`config.mk`:
```
export PLATFORM = sky130hd
export DESIGN_NAME = shtp_ctrl
export DESIGN_NICKNAME = d
export VERILOG_FILES = /design/src/hw/rtl/shtp_pkg.sv /design/src/hw/rtl/shtp_ctrl.sv
export SDC_FILE = /design/constraint.sdc
export NUM_CORES = 1
export LEC_CHECK = 0
export ABC_AREA = 0
export BUFFER_PORTS_ARGS = -buffer_cell sky130_fd_sc_hd__buf_4
export CELL_PAD_IN_SITES_DETAIL_PLACEMENT = 0
export CELL_PAD_IN_SITES_GLOBAL_PLACEMENT = 1
export CORE_UTILIZATION = 27
export DETAILED_ROUTE_END_ITERATION = 10
export PLACE_DENSITY = 0.76
export SYNTH_ARGS = -nofsm -noshare
export SYNTH_HDL_FRONTEND = slang
export SYNTH_SLANG_ARGS = --single-unit
export TNS_END_PERCENT = 20
```
`constraint.sdc`:
```
create_clock -name clk -period 2.1 [get_ports clk]
set_clock_uncertainty 0.2 [all_clocks]
set_input_delay 0.21 -clock clk [delete_from_list [all_inputs] [get_ports clk]]
set_output_delay 0.21 -clock clk [all_outputs]
set_load 0.02 [all_outputs]
```
`src/hw/rtl/shtp_pkg.sv`:
```
// shared types, constants and name functions for the symbol hash table probe
`timescale 1ns / 1ps

package shtp_pkg;

    localparam int TABLE_DEPTH_DEF = 2048;
    localparam int NAME_BYTES_DEF  = 8;

    localparam int CFG_W   = 12;
    localparam int KEY_W   = 16;
    localparam int NAME_W  = 64;
    localparam int TYPE_W  = 5;
    localparam int VALUE_W = 16;
    localparam int SLOT_W  = 11;

    localparam logic [CFG_W-1:0] TABLE_SIZE_RESET = 12'd1553;

    // quotient bits resolved per divider cycle
    localparam int DIV_STEPS = 2;

    localparam logic ACT_LOOKUP = 1'b0;
    localparam logic ACT_INSERT = 1'b1;

    typedef enum logic {
        DIV_SEL_KEY,
        DIV_SEL_QP1
    } div_sel_t;

    typedef struct packed {
        logic     load;
        logic     calc_key;
        logic     div_start;
        div_sel_t div_sel;
        logic     take_start;
        logic     take_step;
        logic     adv;
        logic     latch;
        logic     latch_full;
        logic     wr;
        logic     clr_step;
    } cmd_t;

    typedef struct packed {
        logic clr_last;
        logic div_done;
        logic step_zero;
        logic occ;
        logic match;
        logic n_at_size;
        logic insert;
    } status_t;

    // zero every byte after the first nul and at or beyond nbytes
    function automatic logic [NAME_W-1:0] name_norm(input logic [NAME_W-1:0] raw,
                                                    input int nbytes);
        logic [NAME_W-1:0] res;
        logic              alive;
        res   = '0;
        alive = 1'b1;
        for (int i = 0; i < 8; i++) begin
            if (i >= nbytes || raw[8*i +: 8] == 8'd0) begin
                alive = 1'b0;
            end
            if (alive) begin
                res[8*i +: 8] = raw[8*i +: 8];
            end
        end
        return res;
    endfunction

    // add each byte up to the first nul, swapping the key bytes after each add
    function automatic logic [KEY_W-1:0] name_key(input logic [NAME_W-1:0] nm);
        logic [KEY_W-1:0] key;
        logic             alive;
        key   = '0;
        alive = 1'b1;
        for (int i = 0; i < 8; i++) begin
            if (nm[8*i +: 8] == 8'd0) begin
                alive = 1'b0;
            end
            if (alive) begin
                key = key + KEY_W'(nm[8*i +: 8]);
                key = {key[7:0], key[15:8]};
            end
        end
        return key;
    endfunction

endpackage

```
`src/hw/rtl/shtp_ctrl.sv`:
```
// controller state machine: clearing pass, key, two divisions, probe walk
`timescale 1ns / 1ps

module shtp_ctrl (
    input  logic              clk,
    input  logic              rst_n,
    input  logic              start,
    output logic              busy,
    output logic              done,
    output shtp_pkg::cmd_t    cmd,
    input  shtp_pkg::status_t status
);

    typedef enum logic [3:0] {
        ST_CLEAR,
        ST_IDLE,
        ST_KEY,
        ST_DIV_KEY_GO,
        ST_DIV_KEY_WAIT,
        ST_DIV_STEP_GO,
        ST_DIV_STEP_WAIT,
        ST_STEP_TEST,
        ST_ADV,
        ST_CHK
    } state_t;

    state_t state_reg;
    state_t state_next;
    logic   busy_reg;
    logic   done_reg;
    logic   done_next;

    always_comb
    begin
        cmd        = '0;
        cmd.div_sel = shtp_pkg::DIV_SEL_KEY;
        state_next = state_reg;
        done_next  = 1'b0;
        case (state_reg)
            ST_CLEAR:
            begin
                cmd.clr_step = 1'b1;
                if (status.clr_last)
                begin
                    state_next = ST_IDLE;
                end
            end
            ST_IDLE:
            begin
                if (start)
                begin
                    cmd.load   = 1'b1;
                    state_next = ST_KEY;
                end
            end
            ST_KEY:
            begin
                cmd.calc_key = 1'b1;
                state_next   = ST_DIV_KEY_GO;
            end
            ST_DIV_KEY_GO:
            begin
                cmd.div_start = 1'b1;
                state_next    = ST_DIV_KEY_WAIT;
            end
            ST_DIV_KEY_WAIT:
            begin
                if (status.div_done)
                begin
                    cmd.take_start = 1'b1;
                    state_next     = ST_DIV_STEP_GO;
                end
            end
            ST_DIV_STEP_GO:
            begin
                cmd.div_sel   = shtp_pkg::DIV_SEL_QP1;
                cmd.div_start = 1'b1;
                state_next    = ST_DIV_STEP_WAIT;
            end
            ST_DIV_STEP_WAIT:
            begin
                cmd.div_sel = shtp_pkg::DIV_SEL_QP1;
                if (status.div_done)
                begin
                    cmd.take_step = 1'b1;
                    state_next    = ST_STEP_TEST;
                end
            end
            ST_STEP_TEST:
            begin
                if (status.step_zero)
                begin
                    cmd.latch      = 1'b1;
                    cmd.latch_full = 1'b1;
                    done_next      = 1'b1;
                    state_next     = ST_IDLE;
                end
                else
                begin
                    state_next = ST_ADV;
                end
            end
            ST_ADV:
            begin
                cmd.adv    = 1'b1;
                state_next = ST_CHK;
            end
            ST_CHK:
            begin
                if (!status.occ || status.match)
                begin
                    cmd.latch  = 1'b1;
                    cmd.wr     = status.insert;
                    done_next  = 1'b1;
                    state_next = ST_IDLE;
                end
                else if (status.n_at_size)
                begin
                    cmd.latch  = 1'b1;
                    done_next  = 1'b1;
                    state_next = ST_IDLE;
                end
                else
                begin
                    state_next = ST_ADV;
                end
            end
            default:
            begin
                state_next = ST_IDLE;
            end
        endcase
    end

    always_ff @(posedge clk or negedge rst_n)
    begin
        if (!rst_n)
        begin
            state_reg <= ST_CLEAR;
            busy_reg  <= 1'b1;
            done_reg  <= 1'b0;
        end
        else
        begin
            state_reg <= state_next;
            busy_reg  <= (state_next != ST_IDLE);
            done_reg  <= done_next;
        end
    end

    assign busy = busy_reg;
    assign done = done_reg;

endmodule

```
Yosys cells after proc, flatten, opt, wreduce, memory -nomap -nowiden --
Cells that the tools add are included.
Word-level totals: flip-flop bits (word level) 6, logic and storage cells 45
Cells by class: equal/unequal tests 10, mux-type cells 27, reduce and logical (&&, ||, !) cells 5
Operators with widths (count):
- one-hot mux 4 bit (10 select lines) | 1
- 2-to-1 mux 4 bit | 7
- equality test 4 x 3 -> 1 bit (second input constant) | 4
- 2-to-1 mux 1 bit | 16
- equality test 4 x 2 -> 1 bit (second input constant) | 2
- equality test 4 bit (second input constant) | 2
- equality test 4 x 1 -> 1 bit (second input constant) | 1
- zero test 4 bit | 1
- inequality test 4 x 1 -> 1 bit (second input constant) | 1
- one-hot mux 1 bit (2 select lines) | 2
- OR reduction 2 bit | 2
- 2-to-1 mux 2 bit | 1
- zero test 1 bit | 1
- logical OR 1 bit | 1

Depth between registers and ports, before layout --
depth after elaboration 5, depth in mapped cells 5

Least setup slack after synthesis --
Ideal clock, no wire load.
path type reg-to-reg, start point register state_reg[1], end point register busy_reg (netlist: busy), setup time 0.094 ns, arrival time 1.732 ns, required time 1.806 ns, path slack 0.073 ns, stages on the path, launching flop included 6, buffers on the path 1, clock period less this slack 2.027 ns, cell sequence dfrtp_1 -> buf_6 -> nor2b_1 -> o21a_1 -> or3_4 -> or4b_1
Between the ends: longest elaborated chain between the ends 3, elaborated cells between the ends (all ways) 16
Ends and longest elaborated chain:
- from (decl) | RTL line shtp_ctrl.sv:27 | state_t state_reg;
- from (signal assigned) | RTL line shtp_ctrl.sv:145 | state_reg <= state_next;
- equality test 4 bit (tied with other cells) | RTL line shtp_ctrl.sv:39 | case (state_reg)
- one-hot mux 4 bit (10 select lines) (*) | RTL line shtp_ctrl.sv:39
- net state_next[1] | RTL line shtp_ctrl.sv:28 | state_t state_next;
- inequality test 4 x 1 -> 1 bit (*) | RTL line shtp_ctrl.sv:146 | busy_reg <= (state_next != ST_IDLE);
- to (signal assigned) | RTL line shtp_ctrl.sv:146
- to (decl) | RTL line shtp_ctrl.sv:29 | logic busy_reg;
The timed path passes the listed nets; every way through them passes the cells marked *.

Worst setup path after layout --
start point register state_reg[0], end point register busy_reg (netlist: busy)
Between the ends: longest elaborated chain between the ends 3, elaborated cells between the ends (all ways) 16
Ends and longest elaborated chain (RTL line):
- equality test 4 bit (tied with other cells) | shtp_ctrl.sv:39
- one-hot mux 4 bit (10 select lines) (*) | shtp_ctrl.sv:39
- net state_next[1] | shtp_ctrl.sv:28
- inequality test 4 x 1 -> 1 bit (*) | shtp_ctrl.sv:146
Marks and branches as above.

==> results list <==
- RSZ-0062 raised after global routing: false
- Power comes to around 0.9 mW.
- At the placement stage, the worst setup path has a slack of 165 ps.
- Maximum resistive drop on vdd: about 0.00080 V
* CP top delay family: simple AND/OR/NAND/NOR gates
- Root buf cell: sky130_fd_sc_hd__clkbuf_4
* Count of endpoints failing setup in the final report: 0
- The number of antenna diodes in the final layout is 0.
* Highest fanout seen on the critical path: 4
- Once placement finished, the instance area stood at 628 um^2.
* CP required: 2050 ps
- Worst Path Buf+Inv: 0
- Final Hold Viols: 0
- Antenna violations before repair: 0
- STA puts the critical path data arrival time at 1870 ps.
* Combined global-route utilization of all metal layers: 0.113
- The smallest clock period supported by the final layout is computed as 1920 ps.
- Max transition margin: 0.719
- In this run, the number of DRC markers left after iteration 0 of detailed routing was 2.
- Clock-pin slew was measured on the worst setup and hold paths at 50 ps.
- Library cell occupying the most area in the post-synthesis netlist: sky130_fd_sc_hd__dfrtp_1
- Synthesis handed over a netlist of 47 instances.
* Initial Util: 0.292
* Worst path cell trace: and2b_1, and3_1, or3_4, or4b_1
- Gp weighted congestion: 0.705
- The first global-routing pass estimated 1550 um of wire.
- Power density cells: 1320 nW/um^2
- 23 I/O pins were placed.
- Via count of the first global-routing pass: 400
- Using the TritonRoute via totals, the vias-per-cell ratio works out to between 4 and 5.
- Leading register cell type out of synthesis: sky130_fd_sc_hd__dfrtp_1
- Synth Cell Area: 445 um^2
- Slowest cell on crit path: sky130_fd_sc_hd__or4b_1
* Count of TritonRoute iterations in the first routing pass: 2
- Final critical-path setup slack: 180 ps
- Synthesis inferred 6 register bits.
- Type of the worst setup path: reg2reg
* CP Launch Type: flop
* Count of buffers inserted at the top-level ports: 22
- When the netlist entered floorplanning its net count stood at 57.
- Final period util: 0.914
* Area of all sequential standard cells: approximately 150 um^2
* Endpoint class of the critical path: flop
- Total Routed Length: 972 um
- Worst hold-check path type: in2reg
- Fraction of final layout cells sized beyond drive strength 1: 0.521
- Total leakage power: 0.329 nW
- Vias after detailed routing: 437
* Horizontal die dimension: ~43 um
- The initialized floorplan defines 14 standard-cell rows.
- Yosys attributes the largest share of cell area to sky130_fd_sc_hd__dfrtp_1 (28%), sky130_fd_sc_hd__dfstp_2 (5.9%), sky130_fd_sc_hd__and3_1 (5.6%).
* Area fraction of the dominant cell type after synthesis: 0.281
- Die area: between 1500 and 2000 um^2
* Die span in y: 42.6 um
* DRC errors left: 0
- At the pin with the least slew margin, the transition time is 421 ps.
- Post-DRT Antenna Nets: 0
- Sum of negative setup slack: 0 ps
- Area grow syn2layout: 49.2%
* Biggest cell delay along the critical path: approximately 520 ps
- The register with the most flip-flops in the layout has 4 of them.
- Number of nets in the finished design: 84
* Clock sink count: 6
- Dividing the detail-routed wire length by the instance count gives 10.9 um.
* Synthesized area divided by synthesized cell count: 9.48 um^2
- The run finished with clean final reports.
- CTS tree: done
- Summed over all layers, the global routing overflow is 0.
- Final HPWL from detailed placement: 805 um
- Number of distinct library cells after synthesis: 30
* Count of flip-flops with a built-in enable after synthesis: 0
- Number of clock buffers inserted by TritonCTS: 3
* Sequential share of the synthesized area: 0.340
- The final count of pins violating max slew was 0.
* Post-route standard cell area excluding fillers: ~660 um^2
- Area used by multi-input combinational logic: 262 um^2
- During synthesis, Yosys emitted a total of 0 warnings.
- Maximum number of pins on one net before global-route repair: 11
* Maximum count of clock buffers along a single path: 2
- Highest attainable clock frequency: 0.521 GHz
* Core outline area: between 1500 and 2000 um^2
- Clock H-tree levels: 1
- Clk_lat worst skew: 250 ps
- Max-cap violations in this run came to 0.
- Fill cell count: around 160
* Synth async-reset ratio: 1.00
==> cells in the final DEF, fill, tap and decap left out <==
| cell | count |
|---|---|
| sky130_fd_sc_hd__buf_4 | 26 |
| sky130_fd_sc_hd__dfrtp_1 | 5 |
| sky130_fd_sc_hd__and3_1 | 4 |
| sky130_fd_sc_hd__nor2b_1 | 3 |
| sky130_fd_sc_hd__clkbuf_4 | 3 |
| sky130_fd_sc_hd__nor2_1 | 2 |
| sky130_fd_sc_hd__nand2b_1 | 2 |
| sky130_fd_sc_hd__nor3_1 | 2 |
| sky130_fd_sc_hd__o21bai_1 | 2 |
| sky130_fd_sc_hd__or4b_1 | 2 |
| sky130_fd_sc_hd__a211o_2 | 2 |
| sky130_fd_sc_hd__nand2_1 | 2 |
| sky130_fd_sc_hd__and2_2 | 1 |
| sky130_fd_sc_hd__nor4_1 | 1 |
| sky130_fd_sc_hd__and2_4 | 1 |
| sky130_fd_sc_hd__nand3b_1 | 1 |
| sky130_fd_sc_hd__a21oi_1 | 1 |
| sky130_fd_sc_hd__or3b_2 | 1 |
| sky130_fd_sc_hd__and4bb_2 | 1 |
| sky130_fd_sc_hd__a32o_1 | 1 |
| sky130_fd_sc_hd__and2b_1 | 1 |
| sky130_fd_sc_hd__o21a_1 | 1 |
| sky130_fd_sc_hd__or3_4 | 1 |
| sky130_fd_sc_hd__mux2_2 | 1 |
| sky130_fd_sc_hd__o21ai_0 | 1 |
| sky130_fd_sc_hd__xnor2_1 | 1 |
| sky130_fd_sc_hd__nor3b_1 | 1 |
| sky130_fd_sc_hd__dfstp_2 | 1 |
| sky130_fd_sc_hd__clkbuf_1 | 1 |
| sky130_fd_sc_hd__dlygate4sd3_1 | 1 |
==> per-layer routing <==
metal,vias up,wire (um),GRT usage
met5,-,0,0
met4,0,0,0.0188
met3,0,47,0.0517
met2,14,451,0.169
met1,202,473,0.151
li1,221,-,-
==> cell usage after synthesis (2+ instances only) <==
master / count
sky130_fd_sc_hd__buf_2: 2
sky130_fd_sc_hd__nor2_1: 2
sky130_fd_sc_hd__nor2b_1: 3
sky130_fd_sc_hd__and3_1: 4
sky130_fd_sc_hd__dfrtp_1: 5
sky130_fd_sc_hd__nand2b_1: 2
sky130_fd_sc_hd__or4b_1: 2
sky130_fd_sc_hd__nand2_1: 2
sky130_fd_sc_hd__a211o_2: 2
sky130_fd_sc_hd__nor3_1: 2
sky130_fd_sc_hd__o21bai_1: 2
==> worst paths after layout <==
check,from,end,slack [ps],cells past startpoint
hold reg to reg,state_reg[3],state_reg[3],530,3
hold / removal,status[4],state_reg[3],30,2
setup / recovery,state_reg[0],busy,180,4
max in group asynchronous,rst_n,busy,1390,2
min in group asynchronous,rst_n,done,100,2
setup reg to reg,state_reg[0],busy,180,4
==> final cells by class <==
cell class,count,share of cell area
sequential,6,0.228
multi-input combinational,36,0.394
tap,16,0.0301
timing repair buffer,27,0.309
clock buffer,4,0.0395
==> power breakdown <==
group / total (mW) / leakage, nW / internal, mW / switching [mW]
Clock: 0.113 / 0.0150 / 0.0719 / 0.0414
Sequential: 0.190 / 0.0751 / 0.162 / 0.0285
Combinational: 0.574 / 0.238 / 0.291 / 0.283
==> stage by stage <==
stage	instances	hold WS, ps	utilization
floorplan	47	-286	-
global placement	84	-182	0.412
detailed placement	84	-179	0.412
CTS	89	38.0	0.436
global route	89	38.5	0.436
finish	89	30.1	0.436
==> repair_timing <==
item,CTS,global route
setup buffers,0,0
hold buffers,1,0
endpoints found under the hold margin,6,0
gates resized for setup,0,0
==> kinds of logic (layout without fill, tap and decap cells) <==
group | Yosys count | count (layout) | share of synthesized area
AND/OR/NAND/NOR | 26 | 26 | 0.402
XOR/XNOR | 1 | 1 | 0.0197
buffers and inverters | 5 | 31 | 0.0730
AO/OA/AOI/OAI | 8 | 8 | 0.140
multiplexers | 1 | 1 | 0.0253
flip-flops | 6 | 6 | 0.340
Note: power is estimated with default switching activity, not from simulation.
